--- config.mk ---
export PLATFORM = sky130hd
export DESIGN_NAME = gmp_front_flat
export DESIGN_NICKNAME = d
export VERILOG_FILES = /design/src/sv/assert_macros.svh /design/src/sv/gmp_pkg.sv /design/src/sv/gmp_if.sv /design/src/sv/gmp_front.sv /design/src/flat_wrapper.sv
export SDC_FILE = /design/constraint.sdc
export NUM_CORES = 1
export LEC_CHECK = 0
export BUFFER_PORTS_ARGS = -buffer_cell sky130_fd_sc_hd__buf_2
export CAP_MARGIN = 20
export CORE_AREA = 2 2 100 141
export CTS_CLUSTER_SIZE = 16
export DETAILED_ROUTE_END_ITERATION = 16
export DIE_AREA = 0 0 102 143
export PLACE_DENSITY = 0.61
export SYNTH_ARGS = -nofsm -noshare
export SYNTH_HDL_FRONTEND = slang
export SYNTH_SLANG_ARGS = --single-unit
--- constraint.sdc ---
create_clock -name clock -period 4.33 [get_ports clock]
set_clock_uncertainty 0.15 [all_clocks]
set_input_delay 0 -clock clock [delete_from_list [all_inputs] [get_ports clock]]
set_output_delay 0 -clock clock [all_outputs]
set_load 0.05 [all_outputs]
--- src/sv/assert_macros.svh ---
// ----------------------------------------------------------------------------
// Assertion macros
// Shared concurrent assertion wrappers, compiled out with NO_ASSERTIONS.
// ----------------------------------------------------------------------------
`ifndef ASSERT_MACROS_SVH
`define ASSERT_MACROS_SVH

`ifndef NO_ASSERTIONS

`define ASSERT_PROP(lbl, clk, rst, prop) \
   lbl: assert property (@(posedge clk) disable iff (rst) prop) \
      else $error("assertion failed: lbl");

`define ASSERT_NEVER(lbl, clk, rst, cond) \
   lbl: assert property (@(posedge clk) disable iff (rst) !(cond)) \
      else $error("forbidden condition: lbl");

`else

`define ASSERT_PROP(lbl, clk, rst, prop)

`define ASSERT_NEVER(lbl, clk, rst, cond)

`endif

`endif

--- src/sv/gmp_pkg.sv ---
// ----------------------------------------------------------------------------
// gmp_pkg
// Types and constants of the grid max pool downsampler.
// ----------------------------------------------------------------------------
package gmp_pkg;

   localparam int DEF_MAX_WIDTH  = 4096;
   localparam int DEF_MAX_HEIGHT = 4096;
   localparam int DEF_MAX_FACTOR = 16;

   localparam int COST_W     = 8;
   localparam int COORD_W    = 12;
   localparam int CSR_IDX_W  = 2;
   localparam int CSR_DATA_W = 13;
   localparam int SIZE_W     = 13;
   localparam int FACTOR_W   = 5;
   localparam int FIFO_DEPTH = 4;

   localparam logic [SIZE_W-1:0]   RST_GRID_WIDTH  = 13'd4096;
   localparam logic [SIZE_W-1:0]   RST_GRID_HEIGHT = 13'd4096;
   localparam logic [FACTOR_W-1:0] RST_POOL_FACTOR = 5'd2;

   typedef enum logic [CSR_IDX_W-1:0] {
      CSR_GRID_WIDTH  = 2'd0,
      CSR_GRID_HEIGHT = 2'd1,
      CSR_POOL_FACTOR = 2'd2
   } csr_index_type;

   typedef struct packed {
      logic rd_old;
      logic emit;
      logic done;
   } seg_ctrl_type;

endpackage

--- src/sv/gmp_if.sv ---
// ----------------------------------------------------------------------------
// gmp_if
// Valid/ready channels for input cells and pooled results.
// ----------------------------------------------------------------------------
interface gmp_req_if
   import gmp_pkg::*;
();
   logic              valid;
   logic              ready;
   logic [COST_W-1:0] cell_cost;

   modport source (output valid, output cell_cost, input ready);
   modport sink (input valid, input cell_cost, output ready);
endinterface


--- src/sv/gmp_front.sv ---
// ----------------------------------------------------------------------------
// gmp_front
// Tracks the raster position, keeps the segment maximum and queues segments.
// ----------------------------------------------------------------------------
module gmp_front
   import gmp_pkg::*;
#(
   parameter int MAX_WIDTH  = DEF_MAX_WIDTH,
   parameter int MAX_HEIGHT = DEF_MAX_HEIGHT,
   parameter int MAX_FACTOR = DEF_MAX_FACTOR,
   parameter int XW         = 12
) (
   input  logic                  clock,
   input  logic                  reset,
   input  logic                  csr_we,
   input  logic [CSR_IDX_W-1:0]  csr_idx,
   input  logic [CSR_DATA_W-1:0] csr_data,
   gmp_req_if.sink               req,
   input  logic                  q_full,
   output logic                  q_push,
   output logic [COST_W-1:0]     q_cost,
   output logic [XW-1:0]         q_col,
   output logic [COORD_W-1:0]    q_row,
   output seg_ctrl_type          q_ctrl
);
   localparam int YW  = (MAX_HEIGHT > 1) ? $clog2(MAX_HEIGHT) : 1;
   localparam int BW  = (MAX_FACTOR > 1) ? $clog2(MAX_FACTOR) : 1;
   localparam int WCW = $clog2(MAX_WIDTH + 1);
   localparam int HCW = $clog2(MAX_HEIGHT + 1);
   localparam int FCW = $clog2(MAX_FACTOR + 1);

   logic [SIZE_W-1:0]   width_ff, width_in;
   logic [SIZE_W-1:0]   height_ff, height_in;
   logic [FACTOR_W-1:0] factor_ff, factor_in;
   logic [XW-1:0]       x_ff, x_in;
   logic [YW-1:0]       y_ff, y_in;
   logic [BW-1:0]       bc_ff, bc_in;
   logic [BW-1:0]       br_ff, br_in;
   logic [XW-1:0]       ox_ff, ox_in;
   logic [YW-1:0]       oy_ff, oy_in;
   logic [COST_W-1:0]   run_ff, run_in;

   logic [WCW-1:0]    w_eff;
   logic [HCW-1:0]    h_eff;
   logic [FCW-1:0]    f_eff;
   logic              accept;
   logic              last_col, last_row, bc_last, br_last;
   logic [COST_W-1:0] run;

   always_comb begin
      if (width_ff == '0) begin
         w_eff = WCW'(1);
      end else if (32'(width_ff) > MAX_WIDTH) begin
         w_eff = WCW'(MAX_WIDTH);
      end else begin
         w_eff = WCW'(width_ff);
      end
      if (height_ff == '0) begin
         h_eff = HCW'(1);
      end else if (32'(height_ff) > MAX_HEIGHT) begin
         h_eff = HCW'(MAX_HEIGHT);
      end else begin
         h_eff = HCW'(height_ff);
      end
      if (factor_ff == '0) begin
         f_eff = FCW'(1);
      end else if (32'(factor_ff) > MAX_FACTOR) begin
         f_eff = FCW'(MAX_FACTOR);
      end else begin
         f_eff = FCW'(factor_ff);
      end
   end

   assign accept   = req.valid && req.ready;
   assign req.ready = !q_full;

   assign last_col = (WCW'(x_ff) + WCW'(1)) >= w_eff;
   assign last_row = (HCW'(y_ff) + HCW'(1)) >= h_eff;
   assign bc_last  = (FCW'(bc_ff) + FCW'(1)) >= f_eff;
   assign br_last  = (FCW'(br_ff) + FCW'(1)) >= f_eff;
   assign run      = ((bc_ff == '0) || (req.cell_cost > run_ff)) ? req.cell_cost : run_ff;

   assign q_push      = accept && (last_col || bc_last);
   assign q_cost      = run;
   assign q_col       = ox_ff;
   assign q_row       = COORD_W'(oy_ff);
   assign q_ctrl.rd_old = (br_ff != '0);
   assign q_ctrl.emit   = last_row || br_last;
   assign q_ctrl.done   = last_col && last_row;

   always_comb begin
      width_in  = width_ff;
      height_in = height_ff;
      factor_in = factor_ff;
      x_in      = x_ff;
      y_in      = y_ff;
      bc_in     = bc_ff;
      br_in     = br_ff;
      ox_in     = ox_ff;
      oy_in     = oy_ff;
      run_in    = run_ff;
      if (csr_we) begin
         case (csr_idx)
            CSR_GRID_WIDTH: begin
               width_in = csr_data[SIZE_W-1:0];
            end
            CSR_GRID_HEIGHT: begin
               height_in = csr_data[SIZE_W-1:0];
            end
            CSR_POOL_FACTOR: begin
               factor_in = csr_data[FACTOR_W-1:0];
            end
            default: begin
            end
         endcase
         if (csr_idx == CSR_GRID_WIDTH || csr_idx == CSR_GRID_HEIGHT ||
             csr_idx == CSR_POOL_FACTOR) begin
            x_in   = '0;
            y_in   = '0;
            bc_in  = '0;
            br_in  = '0;
            ox_in  = '0;
            oy_in  = '0;
            run_in = '0;
         end
      end else if (accept) begin
         run_in = run;
         if (last_col) begin
            x_in  = '0;
            bc_in = '0;
            ox_in = '0;
            if (last_row) begin
               y_in  = '0;
               br_in = '0;
               oy_in = '0;
            end else begin
               y_in = y_ff + YW'(1);
               if (br_last) begin
                  br_in = '0;
                  oy_in = oy_ff + YW'(1);
               end else begin
                  br_in = br_ff + BW'(1);
               end
            end
         end else begin
            x_in = x_ff + XW'(1);
            if (bc_last) begin
               bc_in = '0;
               ox_in = ox_ff + XW'(1);
            end else begin
               bc_in = bc_ff + BW'(1);
            end
         end
      end
   end

   always_ff @(posedge clock) begin
      if (reset) begin
         width_ff  <= RST_GRID_WIDTH;
         height_ff <= RST_GRID_HEIGHT;
         factor_ff <= RST_POOL_FACTOR;
         x_ff      <= '0;
         y_ff      <= '0;
         bc_ff     <= '0;
         br_ff     <= '0;
         ox_ff     <= '0;
         oy_ff     <= '0;
         run_ff    <= '0;
      end else begin
         width_ff  <= width_in;
         height_ff <= height_in;
         factor_ff <= factor_in;
         x_ff      <= x_in;
         y_ff      <= y_in;
         bc_ff     <= bc_in;
         br_ff     <= br_in;
         ox_ff     <= ox_in;
         oy_ff     <= oy_in;
         run_ff    <= run_in;
      end
   end

endmodule

--- src/flat_wrapper.sv ---
// flat-port wrapper written by rule: the top's interface ports become plain ports
module gmp_front_flat import gmp_pkg::*;
#(
   parameter int MAX_WIDTH  = DEF_MAX_WIDTH,
   parameter int MAX_HEIGHT = DEF_MAX_HEIGHT,
   parameter int MAX_FACTOR = DEF_MAX_FACTOR,
   parameter int XW         = 12
)
  (clock, reset, csr_we, csr_idx, csr_data, q_full, q_push, q_cost, q_col, q_row, q_ctrl, req_valid, req_cell_cost, req_ready);
  gmp_req_if req_i ();
  input  logic clock;
  input  logic reset;
  input  logic csr_we;
  input  logic [CSR_IDX_W-1:0] csr_idx;
  input  logic [CSR_DATA_W-1:0] csr_data;
  input  logic q_full;
  output logic q_push;
  output logic [COST_W-1:0] q_cost;
  output logic [XW-1:0] q_col;
  output logic [COORD_W-1:0] q_row;
  output seg_ctrl_type q_ctrl;
  input wire logic [$bits(req_i.valid)-1:0] req_valid;
  input wire logic [$bits(req_i.cell_cost)-1:0] req_cell_cost;
  output wire logic [$bits(req_i.ready)-1:0] req_ready;
  assign req_i.valid = req_valid;
  assign req_i.cell_cost = req_cell_cost;
  assign req_ready = req_i.ready;
  gmp_front #(.MAX_WIDTH(MAX_WIDTH), .MAX_HEIGHT(MAX_HEIGHT), .MAX_FACTOR(MAX_FACTOR), .XW(XW)) u_core (.clock(clock), .reset(reset), .csr_we(csr_we), .csr_idx(csr_idx), .csr_data(csr_data), .req(req_i), .q_full(q_full), .q_push(q_push), .q_cost(q_cost), .q_col(q_col), .q_row(q_row), .q_ctrl(q_ctrl));
endmodule
### Word level (Yosys, flattened, before mapping)

Cells that the tools add are included.
W data, S select, Z words.

| cells by class | value |
|---|---|
| add/subtract/negate cells | 10 |
| multipliers | 0 |
| divide/modulo/power cells | 0 |
| order comparisons | 8 |
| equal/unequal tests | 3 |
| shifts and indexed selects | 0 |
| mux-type cells | 37 |
| bitwise logic cells | 0 |
| reductions and logical operators | 26 |

Operators by type and width:

| operator | number |
|---|---|
| $mux W12 | 17 |
| $mux W13 | 4 |
| $add A12 B1 Y12 const B | 4 |
| $mux W4 | 10 |
| $mux W8 | 4 |
| $add A12 B1 Y13 const B | 2 |
| $ge A13 B13 Y1 | 2 |
| $gt A13 B13 Y1 const B | 2 |
| $logic_not A13 Y1 | 2 |
| $add A4 B1 Y5 const B | 2 |
| $ge A5 B5 Y1 | 2 |
| $mux W5 | 2 |
| $add A4 B1 Y4 const B | 2 |
| $gt A8 B8 Y1 | 1 |
| $reduce_and A2 Y1 | 4 |
| $reduce_and A3 Y1 | 2 |
| $reduce_bool A3 Y1 | 2 |
| $gt A5 B5 Y1 const B | 1 |
| $logic_not A5 Y1 | 1 |
| $logic_or A1 B1 Y1 | 5 |
| $logic_not A4 Y1 | 1 |
| $reduce_and A4 Y1 | 1 |
| $reduce_bool A2 Y1 | 2 |
| $reduce_bool A4 Y1 | 1 |
| other kinds (6) | 8 |

| word-level totals | value |
|---|---|
| register bits after elaboration | 95 |
| bits in latches | 0 |
| memory bits (writable) | 0 |
| ROM bits | 0 |
| output and inout bits | 37 |
| logic and storage cells | 94 |
| memories | 0 |

### Logic depth before layout (Yosys ltp)

| depth | value |
|---|---|
| depth in word-level cells | 9 |
| depth in mapped cells | 16 |
| depth with buffers taken out | 12 |

### Worst setup path before layout

OpenSTA, ideal clock, no wires.

| path | value |
|---|---|
| kind | flip-flop to flip-flop |
| from | reg u_core.x_ff[0] |
| to | reg u_core.ox_ff[2] (netlist: u_core.q_col[2]) |
| arrival | 3.549 ns |
| data required time | 4.110 ns |
| slack | 0.561 ns |
| stages on the path, launching flop included | 16 |
| buffers on the path | 3 |
| period minus slack after synthesis | 3.769 ns |
| cell sequence | dfxtp_1 > ha_1 > nand3_1 > or2_2 > clkbuf_1 > nor2_1 > xor2_1 > ha_1 > a21o_1 > a21o_1 > a211o_1 > or3_1 > buf_2 > buf_6 > or4_1 > a21oi_1 |

| between the ends | value |
|---|---|
| word-level cells in the longest chain between the ends | 5 |

RTL lines:

| what | line | RTL |
|---|---|---|
| start: declaration | gmp_front.sv:35 | `logic [XW-1:0] x_ff, x_in;` |
| start signal: assignment | gmp_front.sv:173 | `x_ff <= x_in;` |
| $add A12 B1 Y13 (*) | gmp_front.sv:77 | `assign last_col = (WCW'(x_ff) + WCW'(1)) >= w_eff;` |
| $ge A13 B13 Y1 (*) | gmp_front.sv:77 |  |
| $mux W12 | gmp_front.sv:128 | `if (last_col) begin` |
| $mux W12 | gmp_front.sv:126 | `end else if (accept) begin` |
| $mux W12 | gmp_front.sv:102 | `if (csr_we) begin` |
| end signal: assignment | gmp_front.sv:177 | `ox_ff <= ox_in;` |
| end: declaration | gmp_front.sv:39 | `logic [XW-1:0] ox_ff, ox_in;` |

Mark *: on every way between the ends. The rest lies on a longest branch, timed or not. The select of a mux whose other input is x is not followed.
A chain may end at the register's enable or synchronous reset.

### Worst setup path after layout

| path | value |
|---|---|
| from | reg u_core.x_ff[0] |
| to | reg u_core.ox_ff[9] (netlist: u_core.q_col[9]) |

The elaborated chain is that of the path after synthesis.

==> impl_metrics.tcl <==
set metrics [dict create \
    hold_path_startpoint "reset" \
    asyncSetResetFlopFracSynth_pct 0 \
    power_density_over_the_cells_nw_per_um2 292 \
    path_delay_family "simple AND/OR/NAND/NOR gates" \
    core_area_um2 13300 \
    ctsLongestPathBuffers 2 \
    clkLatencyLatePin_ps 340 \
    buffer_ports.inserted 64 \
    clockPowerShare_pct 40.2 \
    routed_wire_length_on_met3_um 698 \
    synth_simple_gate_area_share_pct 27.1 \
    power_frac_seq_pct 44.3 \
    setup_repair_after_global_routing_missed_its_margin "false" \
    rows 50 \
    fp.dieH_um 143 \
    synth.yosys.seq_area_share_pct 32.2 \
    worstSetupStartpoint "u_core.x_ff[0]" \
    ios 65 \
    path_max_fanout 12 \
    drt_first_iter_violations 329 \
    grt_max_degree 88 \
    ys_ff_latch 95 \
    drive_above_1_share_pct 13.4 \
    critPathKind "flip-flop to flip-flop" \
    timing_hold_violations_final 0 \
    highest_layer "met4" \
    met2_length_um 8130 \
    initial_core_util_pct 44.6 \
    final_weighted_congestion_in_routability_driven_placement 0.876 \
    wire_length_of_the_first_global_routing_pass_um 26900 \
    finalSetupViolations 0 \
    totalWireLength_um 16500 \
    synthToLayoutAreaGrowth_pct 18.0 \
    detail_route.drc_violations 0 \
    yosysWarningCount 0 \
    critical_path.slowest_cell "sky130_fd_sc_hd__or4_1" \
    run_status "completed" \
    netlist_area_um2 5910 \
    tritoncts.num_buffers 9 \
    first_pass_iters 5 \
    postCtsSetupBuffers 0 \
    route.antenna.remaining_nets 0 \
    grt_use_total_pct 22.9 \
    cts_root_buffer "sky130_fd_sc_hd__clkbuf_16" \
    synth_edf_count 0 \
    endpoint_kind "flip-flop" \
    layout.nets 910 \
    combinationalPowerShare_pct 15.5 \
    cp.arrival_ps 4190 \
    compound_gate_fraction_of_synth_area_pct 19.1 \
    post_drt_wl_per_cell_um 16.2 \
    num_antenna_cells 0 \
    cap_viol_max_count 0 \
    timing_worst_slew_pin_value_ps 1020 \
    worst_setup_path_start_kind "flip-flop" \
    viasPerCell 5.80 \
    floorplan.die.width_um 102 \
    swShare_pct 27.9 \
    number_of_antenna_violations_at_the_first_check_in_global_routing 0 \
    hpwl_um 11400 \
    mostFrequentLayoutCell "sky130_fd_sc_hd__nand2_1" \
    slew-limit-headroom_pct 31.4 \
    period_minus_slack_ps 4080 \
    max_freq_ghz 0.245 \
    peakVddDrop_mv 0.160 \
    power_leakage_nw 2.79 \
    final_worst_path_cycle_share_pct 94.2 \
    maxSlewViolCount 0 \
    min_path_type "primary input to flip-flop" \
    netSwitchingPower_uw 569 \
    timing.critical_path.cells "ha_1 -> nand3_1 -> or2_2 -> nor2_1 -> xor2_1 -> ha_1 -> a21o_1 -> a21o_1 -> a211o_1 -> or3_1 -> or4_1 -> a31oi_1" \
    dieArea_um2 14600 \
    largest_family_of_logic_cells_by_synthesized_area "simple AND/OR/NAND/NOR gates" \
    path_clk_slew_ps 70 \
    dpl.cell_count 976 \
    instances_no_fill 1016 \
    crit-reg2reg-launch "u_core.x_ff[0]" \
    first_global_vias 5676 \
    vias 5894 \
    cts_tree "done" \
    synth_mux_area_share_pct 2.73 \
    routedLengthMet1_um 7150 \
    netlist_instances 756 \
    clock_sinks 95 \
    yosys.area_share.xor_xnor_pct 3.70 \
    syn_avg_cell_area_um2 7.82 \
    synth.distinct_cells 58 \
    setup-tns-final_ps 0 \
    grt_overflow 0 \
    most-common-layout-cells "sky130_fd_sc_hd__nand2_1 (140), sky130_fd_sc_hd__dfxtp_1 (95), sky130_fd_sc_hd__buf_2 (64)" \
    max_stage_delay_ps 550 \
    post_synth_fa_ha_maj_area_fraction_pct 11.0 \
    synth-main-ff-cell "sky130_fd_sc_hd__dfxtp_1" \
    crit_buf_inv 0 \
    worst-endpoint-required_ps 4440 \
    cts-htree-levels 3 \
    synth_nets 836 \
    power_report.internal_total_mw 1.47 \
]
[power groups by stage]
| stage | Sequential [mW] | Combinational, mW | Clock (mW) |
|---|---|---|---|
| detailed placement | 0.923 | 0.294 | 0 |
| CTS | 0.903 | 0.311 | 0.832 |
| global placement | 0.923 | 0.287 | 0 |
| finish | 0.904 | 0.315 | 0.820 |
| global route | 0.905 | 0.342 | 0.872 |
| floorplan | 0.922 | 0.199 | 0 |
[routing by layer]
layer  up-vias  GRT usage, %
met5         -             0
met4         0          8.42
met3        33          2.94
met2       163          39.4
met1      2785          28.8
li1       2913             -
[worst paths after layout]
kind / to / slack, ps / depth (start not counted)
hold reg to reg: u_core.height_ff[0] / 320 / 2
setup reg to reg: u_core.q_col[9] / 250 / 12
setup / recovery: u_core.q_col[9] / 250 / 12
hold / removal: u_core.width_ff[12] / 40 / 3
[flip-flops by register name, summed over array words and instances, names as in the netlist]
signal,count
u_core.q_row,12
u_core.bc_ff,4
u_core.run_ff,8
u_core.q_col,12
u_core.x_ff,12
u_core.br_ff,4
u_core.y_ff,12
u_core.width_ff,13
u_core.factor_ff,5
u_core.height_ff,13
[per-stage QoR]
stage / utilization (%) / cell area [um^2] / hold slack, ps / power (mW) / worst slack, ps
after floorplan: - / 5910 / -24.9 / 1.12 / 561
after global placement: 48.5 / 6430 / 115 / 1.21 / 373
after detailed placement: 48.5 / 6430 / 117 / 1.22 / 302
after CTS: 52.5 / 6970 / 20.5 / 2.05 / 266
after global routing: 52.6 / 6980 / 63.2 / 2.12 / 10.5
final: 52.6 / 6980 / 35.8 / 2.04 / 253
[synth_stat cells (all sizes together), types with 9 or more instances]
cell,instances,area share (%)
mux2,9,1.7
nand4,18,1.9
a21oi,61,5.2
a31oi,27,2.9
xor2,12,1.8
dfxtp,95,32
xnor2,13,1.9
ha,52,11
inv,20,1.3
or3,9,0.95
clkbuf,34,2.2
and3,14,1.5
nand3,37,3.1
nor2,36,2.3
o21ai,23,1.9
nor3,28,2.5
nand2,140,8.9
a311oi,11,1.6
[cells by family (layout without fill, tap and decap cells)]
kind of cell,after synthesis,in the layout
muxes,15,15
xor gates and xnor gates,25,25
DFF,95,95
AOI/OAI and AO/OA,175,175
adders and majority gates,52,52
and+or+nand+nor,331,331
buffers and inverters,63,141
[layout make-up]
class | count | area (um^2)
Tap cell | 182 | 228
Sequential cell | 95 | 1900
Multi-Input combinational cell | 598 | 3780
Clock buffer | 12 | 256
Clock inverter | 3 | 42.5
Inverter | 21 | 78.8
Timing Repair Buffer | 105 | 692
Fill cell | 1295 | 6290
[what timing repair did]
item                                   4_1_cts  5_1_grt
hold buffers                                24        0
gates resized for setup                      0        0
endpoints found under the hold margin       39        0
[worst register-to-register path, delay by kind of cell (launching register included)]
family          cells  cell delay, ps
simple gates        5            1880
xor+xnor            1             190
fa+ha+maj           2             510
compound gates      4             880
flops               1             390
Note: power is estimated with default switching activity, not from simulation.
