### src/sv/assert_macros.svh
// ----------------------------------------------------------------------------
// Assertion macros
// Shared concurrent assertion wrappers, compiled out with NO_ASSERTIONS.
// ----------------------------------------------------------------------------
`ifndef ASSERT_MACROS_SVH
`define ASSERT_MACROS_SVH

`ifndef NO_ASSERTIONS

`define ASSERT_PROP(lbl, clk, rst, prop) \
   lbl: assert property (@(posedge clk) disable iff (rst) prop) \
      else $error("assertion failed: lbl");

`define ASSERT_NEVER(lbl, clk, rst, cond) \
   lbl: assert property (@(posedge clk) disable iff (rst) !(cond)) \
      else $error("forbidden condition: lbl");

`else

`define ASSERT_PROP(lbl, clk, rst, prop)

`define ASSERT_NEVER(lbl, clk, rst, cond)

`endif

`endif

### src/sv/gmp_pkg.sv
// ----------------------------------------------------------------------------
// gmp_pkg
// Types and constants of the grid max pool downsampler.
// ----------------------------------------------------------------------------
package gmp_pkg;

   localparam int DEF_MAX_WIDTH  = 4096;
   localparam int DEF_MAX_HEIGHT = 4096;
   localparam int DEF_MAX_FACTOR = 16;

   localparam int COST_W     = 8;
   localparam int COORD_W    = 12;
   localparam int CSR_IDX_W  = 2;
   localparam int CSR_DATA_W = 13;
   localparam int SIZE_W     = 13;
   localparam int FACTOR_W   = 5;
   localparam int FIFO_DEPTH = 4;

   localparam logic [SIZE_W-1:0]   RST_GRID_WIDTH  = 13'd4096;
   localparam logic [SIZE_W-1:0]   RST_GRID_HEIGHT = 13'd4096;
   localparam logic [FACTOR_W-1:0] RST_POOL_FACTOR = 5'd2;

   typedef enum logic [CSR_IDX_W-1:0] {
      CSR_GRID_WIDTH  = 2'd0,
      CSR_GRID_HEIGHT = 2'd1,
      CSR_POOL_FACTOR = 2'd2
   } csr_index_type;

   typedef struct packed {
      logic rd_old;
      logic emit;
      logic done;
   } seg_ctrl_type;

endpackage

### src/sv/gmp_fifo.sv
// ----------------------------------------------------------------------------
// gmp_fifo
// Short segment queue between the classifier and the row store stage.
// ----------------------------------------------------------------------------
`include "assert_macros.svh"

module gmp_fifo
   import gmp_pkg::*;
#(
   parameter int WIDTH = 8,
   parameter int DEPTH = FIFO_DEPTH
) (
   input  logic             clock,
   input  logic             reset,
   input  logic             push,
   input  logic [WIDTH-1:0] push_data,
   output logic             full,
   input  logic             pop,
   output logic             not_empty,
   output logic [WIDTH-1:0] head_data
);
   localparam int PW = (DEPTH > 1) ? $clog2(DEPTH) : 1;
   localparam int CW = $clog2(DEPTH + 1);

   logic [WIDTH-1:0] slot_ff [DEPTH];
   logic [PW-1:0]    wr_ptr_ff, wr_ptr_in;
   logic [PW-1:0]    rd_ptr_ff, rd_ptr_in;
   logic [CW-1:0]    count_ff, count_in;

   assign full      = (count_ff == CW'(DEPTH));
   assign not_empty = (count_ff != '0);
   assign head_data = slot_ff[rd_ptr_ff];

   always_comb begin
      wr_ptr_in = wr_ptr_ff;
      rd_ptr_in = rd_ptr_ff;
      count_in  = count_ff;
      if (push) begin
         wr_ptr_in = (wr_ptr_ff == PW'(DEPTH - 1)) ? '0 : wr_ptr_ff + PW'(1);
      end
      if (pop) begin
         rd_ptr_in = (rd_ptr_ff == PW'(DEPTH - 1)) ? '0 : rd_ptr_ff + PW'(1);
      end
      if (push && !pop) begin
         count_in = count_ff + CW'(1);
      end else if (pop && !push) begin
         count_in = count_ff - CW'(1);
      end
   end

   always_ff @(posedge clock) begin
      if (reset) begin
         wr_ptr_ff <= '0;
         rd_ptr_ff <= '0;
         count_ff  <= '0;
      end else begin
         wr_ptr_ff <= wr_ptr_in;
         rd_ptr_ff <= rd_ptr_in;
         count_ff  <= count_in;
      end
   end

   always_ff @(posedge clock) begin
      if (push) begin
         slot_ff[wr_ptr_ff] <= push_data;
      end
   end

   `ASSERT_NEVER(a_no_push_full, clock, reset, push && full && !pop)
   `ASSERT_NEVER(a_no_pop_empty, clock, reset, pop && !not_empty)
   `ASSERT_NEVER(a_count_range, clock, reset, count_ff > CW'(DEPTH))

endmodule

### config.mk
export PLATFORM = sky130hd
export DESIGN_NAME = gmp_fifo
export DESIGN_NICKNAME = d
export VERILOG_FILES = /design/src/sv/gmp_pkg.sv /design/src/sv/gmp_fifo.sv
export VERILOG_INCLUDE_DIRS = /design/src /design/src/sv
export SDC_FILE = /design/constraint.sdc
export NUM_CORES = 1
export LEC_CHECK = 0
export BUFFER_PORTS_ARGS = -buffer_cell sky130_fd_sc_hd__buf_4
export CORE_MARGIN = 4
export CORE_UTILIZATION = 25
export CTS_BUF_LIST = sky130_fd_sc_hd__clkbuf_4 sky130_fd_sc_hd__clkbuf_8
export DETAILED_ROUTE_END_ITERATION = 8
export PLACE_DENSITY_LB_ADDON = 0.12
export SLEW_MARGIN = 20
export SYNTH_ARGS = -nofsm -noshare
export SYNTH_HDL_FRONTEND = slang
export SYNTH_SLANG_ARGS = --single-unit
### constraint.sdc
create_clock -name clock -period 1.4 [get_ports clock]
set_input_delay 0.07 -clock clock [delete_from_list [all_inputs] [get_ports clock]]
set_output_delay 0.07 -clock clock [all_outputs]
set_load 0.01 [all_outputs]
== Yosys cells after proc, flatten, opt, wreduce, memory -nomap -nowiden ==
Memory sizes are Yosys's and may differ from the RTL's. A register that Yosys moved wholly into a read port is not among the register bits.
Index checks and enable logic that the tools add are counted.

* Bits in registers: 7
* Memories kept: 1
* Word-level logic and storage cells: 25
* Bits of input ports: 12
* RAM bits: 32

{| class="wikitable"
|+ Memories
! name !! words !! width !! rd ports !! clocked after memory_dff !! wr ports !! line !! text
|-
| slot_ff || 4 || 8 || 1 || 1 || 1 || gmp_fifo.sv:25 || <nowiki>logic [WIDTH-1:0] slot_ff [DEPTH];</nowiki>
|}

* Mux-type cells: 8
* Eq/ne operators: 3
* Reduce and logical (&&, ||, !) cells: 6
* Add/subtract/negate cells: 4

{| class="wikitable"
|+ Operators with widths
! operator !! count
|-
| two-way mux 2 bit || 4
|-
| two-way mux 3 bit || 2
|-
| adder 2 x 1 -> 2 bit (second input constant) || 2
|-
| == test 2 bit (second input constant) || 2
|-
| adder 3 x 1 -> 3 bit (second input constant) || 1
|-
| == test 3 bit (second input constant) || 1
|-
| nonzero test 3 bit || 1
|-
| subtractor 3 x 1 -> 3 bit (second input constant) || 1
|-
| logical AND 1 bit || 2
|-
| zero test 1 bit || 2
|-
| two-way mux 1 bit || 2
|-
| nonzero test 2 bit || 1
|}

== Depth between registers and ports, before layout ==
Gate-level depths: netlist (run 1).

* Depth in word-level cells: 4
* Gate-level depth with buffers: 7

== Least setup slack after synthesis (run 1) ==
No wires, ideal clock.

* Path type: register to register
* Start: register count_ff[0]
* End: register count_ff[2]
* Stages on the path, launching flop included: 5
* Required time: 1.330 ns
* Clock period less this slack: 1.388 ns
* Arrival: 1.318 ns
* Setup slack: 0.012 ns
* Setup time: 0.070 ns
* Path through: dfxtp_1 -> fa_1 -> xor2_1 -> or3_1 -> a21oi_1

* Word-level cells in the longest chain between the ends: 3
* Elaborated cells on any way between the ends: 4

{| class="wikitable"
|+ Ends and longest elaborated chain
! what !! line !! text
|-
| start, declared || gmp_fifo.sv:28 || <nowiki>logic [CW-1:0] count_ff, count_in;</nowiki>
|-
| start signal, assigned || gmp_fifo.sv:59 || <nowiki>count_ff <= count_in;</nowiki>
|-
| subtractor 3 x 1 -> 3 bit || gmp_fifo.sv:47 || <nowiki>count_in = count_ff - CW'(1);</nowiki>
|-
| two-way mux 3 bit || gmp_fifo.sv:46 || <nowiki>end else if (pop && !push) begin</nowiki>
|-
| two-way mux 3 bit * || gmp_fifo.sv:44 || <nowiki>if (push && !pop) begin</nowiki>
|}

Every way passes the cells marked *; elsewhere a longest branch is shown, timed or not. The select of a mux whose other input is x is not followed.
A chain may end at the register's enable or synchronous reset.

==> reports/metrics.csv, run 1 <==
stage,metric,value,unit
critical_path,worstPathArrival,1.43,ns
run,cap_violations,0,
final_layout,drive_above_1_share,38.1,%
critical_path,start_kind,flop,
yosys,ys_ff_latch,41,
yosys,synth_fa_ha_area_share,5.95,%
yosys,yosysWarnings,0,
critical_path,crit_slowest_cell,mux4_2,
yosys,synth_cells,86,
yosys,synth.distinct_cells,16,
final_layout,num_antenna_cells,0,
sta,tns,-0.715,ns
power_and_ir_drop,peakVddDrop,405,µV
cts,h-tree-depth,2,
yosys,synth_nets,105,
placed_design,port_buffers,21,
global_route,grt_pass1_vias,944,
global_route,grt_max_degree,14,
power_and_ir_drop,leakagePower,0.826,nW
placed_design,routabilityCongestion,0.736,
sta,fin_ws,-0.101,ns
sta,setup_viol,8,
global_route,grt_pass1_wl,4690,µm
drt,drt_iter0_drc,34,
yosys,yosys-top-cells-count,"32 x edfxtp_1, 9 x dfxtp_1, 8 x mux4_2",
drt,ant_nets,0,
final_layout,area_growth,38.2,%
cts,cts_setup_buffers,0,
floorplanning,die_w,88.0,µm
yosys,synth_simple_gate_area_share,4.93,%
critical_path,cpPeakStageDelay,0.52,ns
critical_path,critPathBufInv,2,
drt,drc,0,
yosys,synth_top_family_by_area,multiplexers,
floorplanning,pin_count,22,
final_layout,nets,152,
critical_path,rrSetupSlack,0.05,ns
floorplanning,dieArea,7740,µm²
critical_path,end_kind,primary output,
sta,grt_setup_unrepaired,yes,
cts,clk_pin_slew,0.08,ns
cts,cts-root-buf,clkbuf_8,
sta,worstMarginPinSlew,0.182,ns
drt,wl_per_cell,13.6,µm
sta,hold_viol_final,0,
critical_path,path_delay_family,multiplexers,
critical_path,crit_type,flop to primary output,
power_and_ir_drop,power_density,1250,nW/µm²
placed_design,dp_hpwl,1980,µm
yosys,syn_area,1600,µm²
floorplanning,coreArea,6060,µm²
yosys,synthMuxAreaShare,13.8,%
yosys,ys.flop_type,edfxtp_1,
final_layout,fin_cells,209,
drt,routed_wl,2850,µm
yosys,synth_edf_count,32,
floorplanning,start_util,26.4,%
placed_design,dp_slack,-0.111,ns
cts,cts_sinks,41,
global_route,grt_remaining_overflow,0,
sta,fmax,0.666,GHz
cts,clk_latency,0.29,ns
outcome,violations,negative setup slack,
yosys,yosysTopAreaCell,edfxtp_1,
cts,cts_max_path_buffers,2,
sta,final.period_utilization,107,%
drt,num_vias,865,
global_route,track_usage,8.42,%
yosys,ys_seq_area_share,71.4,%
placed_design,dp_cells,192,
global_route,antenna_found_initial,0,
cts,cts_tree,built,
floorplanning,die_height,88.0,µm
yosys,async_flop_share,0,%
final_layout,stdcell_area,2210,µm²
drt,via_per_inst,4.14,
yosys,synthXorXnorAreaFrac,1.10,%
yosys,yosysMostFrequentCell,edfxtp_1,
drt,firstDrtPassIters,2,
sta,maxSlewHeadroom,87.8,%
critical_path,crit_chain,"buf_12, mux4_2, buf_6",
min_path,hold_path_class,primary input to flop,
floorplanning,rows,28,
sta,skew,0.00754,ns
sta,slew_viol_final,0,
critical_path,crit_fanout,8,
yosys,yosysTopAreaCellShare,60.1,%
critical_path,required,1.33,ns
yosys,avgSynthCellArea,18.6,µm²
outcome,status,"finished, violations left",
placed_design,place_area,1970,µm²
sta,layout_min_cycle_time,1.50,ns
yosys,synth.area.top_cells,"edfxtp_1 60%, dfxtp_1 11%, mux4_2 11%",
cts,cts_buffers,5,
yosys,synth-compound-area-share,0.939,%
through the flow:
| step | util [%] | hold WS [ns] | total power, W |
|---|---|---|---|
| 3_3_place_gp | 32.6 | 0.269 | 0.00183 |
| 6_report | 36.5 | 0.147 | 0.00276 |
| 4_1_cts | 36.5 | 0.131 | 0.00281 |
| 2_1_floorplan | - | 0.139 | 0.00163 |
| 5_1_grt | 36.5 | 0.153 | 0.00291 |
| 3_5_place_dp | 32.6 | 0.274 | 0.00183 |
state kept, by name (all words and copies together), names as in the netlist, named ones only:
signal / count
wr_ptr_ff: 2
rd_ptr_ff: 2
slot_ff: 32
count_ff: 3
path summary, 6_finish.rpt:
path / startpoint / to / depth (start not counted)
min reg2reg: count_ff[2] / count_ff[2] / 2
max reg2reg: count_ff[0] / count_ff[2] / 4
max: flop / head_data[3] / 3
min: pop / flop / 4
cells in the final DEF (no fill, tap or decap):
| cell | synthesis | layout |
|---|---|---|
| buf_12 | 0 | 4 |
| clkinv_1 | 0 | 1 |
| nor3b_1 | 2 | 2 |
| buf_6 | 1 | 8 |
| a21oi_1 | 2 | 2 |
| mux4_2 | 8 | 8 |
| dfxtp_2 | 0 | 2 |
| o21ai_0 | 1 | 1 |
| edfxtp_1 | 32 | 32 |
| clkinvlp_4 | 0 | 1 |
| inv_1 | 4 | 4 |
| or3_1 | 2 | 2 |
| fa_2 | 0 | 1 |
| dfxtp_1 | 9 | 7 |
| and2_1 | 4 | 4 |
| clkbuf_8 | 0 | 5 |
| xor2_1 | 2 | 2 |
| mux2i_1 | 4 | 4 |
| dlygate4sd3_1 | 0 | 9 |
| nor2_1 | 7 | 7 |
| buf_4 | 0 | 21 |
| ha_1 | 6 | 6 |
| bufinv_16 | 0 | 1 |
worst min-delay path: stages:
cell     delay (ns)
buf_4          0.08
inv_1          0.05
a21oi_1        0.13
nor2_1         0.06
area by class of cell:
class | instances | area (µm²)
fillers | 589 | 3850
flip-flops and latches | 41 | 1140
multi-input cells | 39 | 429
repair buffers | 42 | 418
well taps | 75 | 93.8
clock buffers | 5 | 68.8
clock inverters | 3 | 41.3
inverters | 4 | 15.0
per-layer routing:
metal	vias up	track usage [%]	share of wire [%]	wire length [µm]
li1	421	-	-	-
met1	423	9.60	42	1190
met2	16	14.0	52	1480
met3	5	2.92	3.9	112
met4	0	4.18	2.0	58
met5	-	0	0	0
logic make-up after synthesis:
family	count (synthesis)
AO/OA/AOI/OAI	3
XOR/XNOR	2
adder cells (fa/ha/maj)	7
buffers and inverters	6
flip-flops	41
multiplexers	12
AND/OR/NAND/NOR	15
timing repair:
action                                 4_1_cts  5_1_grt
hold buffers                                 9        0
endpoints found under the hold margin       38        0
pin swaps                                    0        1
gates resized for setup                     11        0
cloned                                       0        0
setup endpoints to repair                    9        9
where the power goes:
| group | leakage, nW | switching, W | internal (W) |
|---|---|---|---|
| Combinational | 0.406 | 0.000177 | 0.000253 |
| Sequential | 0.369 | 0.0000313 | 0.00138 |
| Clock | 0.0518 | 0.000387 | 0.000524 |
| Total | 0.826 | 0.000595 | 0.00216 |
Note: power is estimated with default switching activity, not from simulation.
==> run 2: changes to the inputs <==
Settings changed: HOLD_SLACK_MARGIN from default to 0.05.
Clock period 1.4 ns to 1.3 ns, I/O delays scaled along.
==> reports/metrics.csv, run 2 (synthesized netlist as in run 1, its figures left out) <==
stage,metric,value,unit,change
final_layout,largest-register,slot_ff,,
power_and_ir_drop,power,0.00287,W,+3.9%
critical_path,end_kind,primary output,,
drt,via_per_inst,4.18,,+0.88%
global_route,top_usage_layer,met2,,
sta,hold_viol_final,0,,unchanged
critical_path,worstPathArrival,1.43,ns,about the same
final_layout,drive_above_1_share,46.3,%,+8.3 points
global_route,antenna_found_initial,0,,unchanged
drt,wl_per_cell,14.0,µm,+2.7%
cts,cts_sinks,41,,unchanged
sta,layout_min_cycle_time,1.50,ns,
sta,worstMarginPinSlew,0.228,ns,+0.0451 ns
final_layout,layout_common_cells,"32 x edfxtp_1, 18 x buf_4, 13 x buf_6",,
floorplanning,coreArea,6060,µm²,unchanged
global_route,grt_use_met3,3.39,%,+0.47 points
drt,num_vias,881,,+1.8%
placed_design,dp_hpwl,2080,µm,+5.1%
sta,setup_viol,10,,+2
critical_path,crit_type,flop to primary output,,
power_and_ir_drop,leakagePower,0.841,nW,+1.8%
global_route,grt_max_degree,13,,-1
final_layout,reg_top3,"slot_ff: 32 flops, count_ff: 3 flops",,
final_layout,register_area,1150,µm²,+0.44%
outcome,violations,negative setup slack,,
sta,fmax,0.668,GHz,
power_and_ir_drop,power_density,1270,nW/µm²,+1.8%
critical_path,start_kind,flop,,
global_route,use_met1,9.89,%,+0.29 points
sta,final.period_utilization,115,%,
floorplanning,die_w,88.0,µm,unchanged
global_route,use_met2,13.9,%,-0.14 points
floorplanning,pin_count,22,,unchanged
cts,cts_buffers,5,,unchanged
sta,slew_viol_final,0,,unchanged
final_layout,largest_reg_flops,32,,unchanged
floorplanning,rows,28,,unchanged
cts,cts_tree,built,,
final_layout,multi_input_area,460,µm²,+7.3%
drt,routed_wl,2950,µm,+3.7%
final_layout,area_growth,41.1,%,
drt,firstDrtPassIters,4,,+2
placed_design,port_buffers,21,,unchanged
floorplanning,start_util,26.4,%,unchanged
min_path,hold_path_class,primary input to flop,,
cts,cts_max_path_buffers,2,,unchanged
power_and_ir_drop,peakVddDrop,510,µV,+26%
critical_path,required,1.24,ns,-0.09 ns
sta,skew,0.00633,ns,-0.00122 ns
run,cap_violations,0,,unchanged
drt,drt_iter0_drc,31,,-8.8%
cts,h-tree-depth,2,,unchanged
sta,fin_ws,-0.197,ns,-0.0958 ns
cts,clk_pin_slew,0.08,ns,about the same
final_layout,layout_commonest_cell,edfxtp_1,,
outcome,status,"finished, violations left",,
critical_path,crit_fanout,4,,-4
floorplanning,dieArea,7740,µm²,unchanged
sta,maxSlewHeadroom,84.7,%,-3.1 points
final_layout,num_antenna_cells,0,,unchanged
final_layout,num-fill-cells,574,,-2.5%
floorplanning,die_height,88.0,µm,unchanged
cts,cts-root-buf,clkbuf_8,,
final_layout,nets,154,,+1.3%
cts,clk_latency,0.29,ns,about the same
placed_design,routabilityCongestion,0.744,,+1.1%
drt,drc,0,,unchanged
global_route,grt_remaining_overflow,0,,unchanged
drt,ant_nets,0,,unchanged
sta,whs,0.144,ns,-0.00302 ns
sta,grt_setup_unrepaired,yes,,
global_route,grt_pass1_vias,908,,-3.8%
global_route,track_usage,8.46,%,+0.038 points
global_route,grt_pass1_wl,4700,µm,+0.13%
-- run 2: layout make-up --
cell class / instances / share of cell area, %
clock buffers: 6 / 3.38
clock inverters: 2 / 0.444
inverters: 4 / 0.666
multi-input cells: 39 / 20.4
flip-flops and latches: 41 / 50.9
well taps: 75 / 4.16
repair buffers: 44 / 20.0
-- run 2: worst paths after layout --
| path | start | endpoint | slack [ns] | depth (start not counted) |
|---|---|---|---|---|
| max | flop | head_data[3] | -0.20 | 3 |
| min | pop | flop | 0.14 | 4 |
| max reg2reg | count_ff[0] | count_ff[2] | -0.17 | 4 |
| min reg2reg | wr_ptr_ff[0] | wr_ptr_ff[0] | 0.54 | 2 |
-- run 2: what timing repair did --
| item | in CTS | in global routing |
|---|---|---|
| resized for setup | 15 | 5 |
| pin swaps | 4 | 4 |
| buffers inserted | 1 | 0 |
| endpoints found under the hold margin | 41 | 0 |
| endpoints found under the setup margin | 10 | 16 |
| hold buffers | 9 | 0 |
-- run 2: worst max-delay path, cell delays in order, from the launching register on --
cell	delay [ns]
dfxtp_2	0.35
buf_6	0.13
mux4_2	0.52
buf_6	0.14
-- run 2: per-stage QoR --
stage	setup TNS (ns)	cell area [µm²]	worst slack [ns]	std cells	util (%)
global placement	-0.130	2000	-0.130	193	33.0
global route	-2.24	2260	-0.262	211	37.2
detailed placement	-0.172	2000	-0.172	193	33.0
floorplan	0	1620	0.00719	86	-
finish	-1.64	2260	-0.197	211	37.2
CTS	-1.75	2240	-0.224	211	36.9
-- run 2: routing by layer --
layer	part of all wire (%)	vias to the layer above
li1	-	422
met1	42	434
met2	51	20
met3	4.9	5
met4	1.7	0
met5	0	-
-- run 2: power breakdown --
part	internal, W	leakage, nW	switching (W)
registers	0.00149	0.370	0.0000379
clock network	0.000393	0.0484	0.000416
logic	0.000318	0.423	0.000207
==> run 3: changes to the inputs <==
Settings changed: BUFFER_PORTS_ARGS -buffer_cell sky130_fd_sc_hd__buf_4 to default, CORE_UTILIZATION 25 to 58, DONT_BUFFER_PORTS from default to 1, TNS_END_PERCENT from default to 30.
==> reports/metrics.csv, run 3 (synthesized netlist as in run 1, its figures left out) <==
stage,metric,value,unit,change
sta,hold_viol_final,0,,unchanged
critical_path,timing.rr.end,count_ff[2],,
sta,final.period_utilization,112,%,-3.3 points
floorplanning,dieArea,3660,µm²,-53%
final_layout,num-fill-cells,136,,-76%
critical_path,crit_chain,"buf_12, mux4_2",,
drt,wl_per_cell,17.5,µm,+25%
cts,cts_buffers,5,,unchanged
sta,tns,-1.19,ns,+0.445 ns
final_layout,largest-register,slot_ff,,
sta,worstMarginPinSlew,0.367,ns,+0.139 ns
cts,clk_latency,0.34,ns,+0.05 ns
floorplanning,coreArea,2540,µm²,-58%
final_layout,largest_reg_flops,32,,unchanged
drt,via_per_inst,5.50,,+32%
sta,grt_setup_unrepaired,yes,,
critical_path,rrSetupSlack,-0.08,ns,+0.09 ns
drt,drc,0,,unchanged
placed_design,routabilityCongestion,0.651,,-12%
final_layout,layout_common_cells,"32 x edfxtp_1, 13 x dlygate4sd3_1, 8 x mux4_2",,
critical_path,end_kind,primary output,,
critical_path,crit_type,flop to primary output,,
global_route,grt_pass1_wl,4150,µm,-12%
sta,slew_viol_final,0,,unchanged
final_layout,area_growth,22.8,%,
cts,h-tree-depth,2,,unchanged
final_layout,drive_above_1_share,30.1,%,-16 points
critical_path,cpPeakStageDelay,0.56,ns,+0.04 ns
cts,cts-root-buf,clkbuf_4,,
global_route,grt_remaining_overflow,0,,unchanged
drt,firstDrtPassIters,4,,unchanged
final_layout,num_antenna_cells,0,,unchanged
drt,routed_wl,2510,µm,-15%
sta,fin_ws,-0.154,ns,+0.0428 ns
sta,layout_min_cycle_time,1.45,ns,-0.0428 ns
final_layout,fin_cells,143,,-32%
floorplanning,die_height,60.5,µm,-31%
power_and_ir_drop,leakagePower,0.698,nW,-17%
power_and_ir_drop,peakVddDrop,1050,µV,+110%
critical_path,r2r_start,count_ff[1],,
floorplanning,start_util,62.8,%,+36 points
sta,fmax,0.688,GHz,+2.9%
final_layout,reg_top3,"slot_ff: 32 flops, count_ff: 3 flops",,
outcome,status,"finished, violations left",,
critical_path,start_kind,flop,,
cts,clk_pin_slew,0.11,ns,+0.03 ns
global_route,antenna_found_initial,0,,unchanged
critical_path,worstPathArrival,1.39,ns,-0.04 ns
run,cap_violations,0,,unchanged
min_path,hold_path_class,primary input to flop,,
floorplanning,die_w,60.5,µm,-31%
drt,drt_iter0_drc,30,,-3.2%
sta,whs,0.114,ns,-0.0294 ns
critical_path,crit_slowest_cell,mux4_2,,
floorplanning,rows,18,,-36%
sta,skew,0.00876,ns,+0.00243 ns
outcome,violations,negative setup slack,,
placed_design,port_buffers,0,,-100%
global_route,grt_max_degree,14,,+1
cts,cts_tree,built,,
critical_path,crit_end,head_data[4],,
final_layout,layout_commonest_cell,edfxtp_1,,
drt,ant_nets,0,,unchanged
min_path,min_path_cells,3,,-1
drt,num_vias,786,,-11%
cts,cts_sinks,41,,unchanged
floorplanning,pin_count,22,,unchanged
critical_path,reg2reg_depth,4,,unchanged
critical_path,crit_fanout,8,,+4
sta,maxSlewHeadroom,75.5,%,-9.1 points
critical_path,required,1.24,ns,about the same
cts,cts_max_path_buffers,2,,unchanged
placed_design,dp_cells,122,,-37%
cts,cts_setup_buffers,0,,-1
global_route,track_usage,16.8,%,+8.3 points
sta,setup_viol,9,,-1
global_route,grt_pass1_vias,816,,-10%
power_and_ir_drop,power_density,1270,nW/µm²,-0.24%
final_layout,nets,131,,-15%
[run 3: changes by cell type in the layout (fill, tap and decap cells not counted), moves of 4 or more]
cell	before	now
buf_4	18	2
dlygate4sd3_1	9	13
clkbuf_8	5	0
clkbuf_4	1	5
buf_6	13	1
[run 3: where the power goes]
group / switching, W / total, W / internal (W)
clock network: 0.000381 / 0.000585 / 0.000204
logic: 0.000165 / 0.000368 / 0.000203
registers: 0.0000438 / 0.00154 / 0.00149
total: 0.000590 / 0.00249 / 0.00190
[run 3: final cells by class]
cell class / instances / area, µm² / area share, %
clock inverter: 3 / 17.5 / 0.892
inverter: 4 / 15.0 / 0.764
multi-input combinational: 39 / 455 / 23.2
timing repair buffer: 21 / 256 / 13.1
sequential: 41 / 1140 / 58.3
tap: 30 / 37.5 / 1.91
clock buffer: 5 / 37.5 / 1.91
[run 3: metal layers]
| layer | track usage (%) | vias to the layer above | share of wire [%] |
|---|---|---|---|
| met5 | 0 | - | 0 |
| met4 | 6.50 | 0 | 0.60 |
| met3 | 6.81 | 2 | 5.7 |
| met2 | 27.2 | 18 | 54 |
| met1 | 20.3 | 385 | 40 |
| li1 | - | 381 | - |
[run 3: worst min path at each step]
stage,startpoint,end
after floorplan,reset,count_ff[0]
after global placement,reset,count_ff[1]
after detailed placement,reset,count_ff[0]
after CTS,push,count_ff[2]
after global routing,push,slot_ff[3][4]
final,push,count_ff[2]
[run 3: critical path: cells and delay by family (launching register included)]
family	cells	cell delay (ns)
multiplexers	1	0.56
flip-flops	1	0.36
buffers and inverters	1	0.13
[run 3: through the flow]
step / util, % / area [µm²] / setup WS, ns / power [W]
global route: 77.2 / 1960 / -0.221 / 0.00263
finish: 77.2 / 1960 / -0.154 / 0.00249
floorplan: - / 1620 / 0.00719 / 0.00176
detailed placement: 69.2 / 1760 / -0.0607 / 0.00187
global placement: 69.2 / 1760 / 0.000384 / 0.00185
CTS: 77.0 / 1960 / -0.180 / 0.00252
[run 3: repair_timing]
action,4_1_cts,5_1_grt
gates resized for setup,4,1
pin swaps,1,0
cloned,0,0
endpoints found under the setup margin,10,11
hold buffers,13,0
endpoints found under the hold margin,41,0
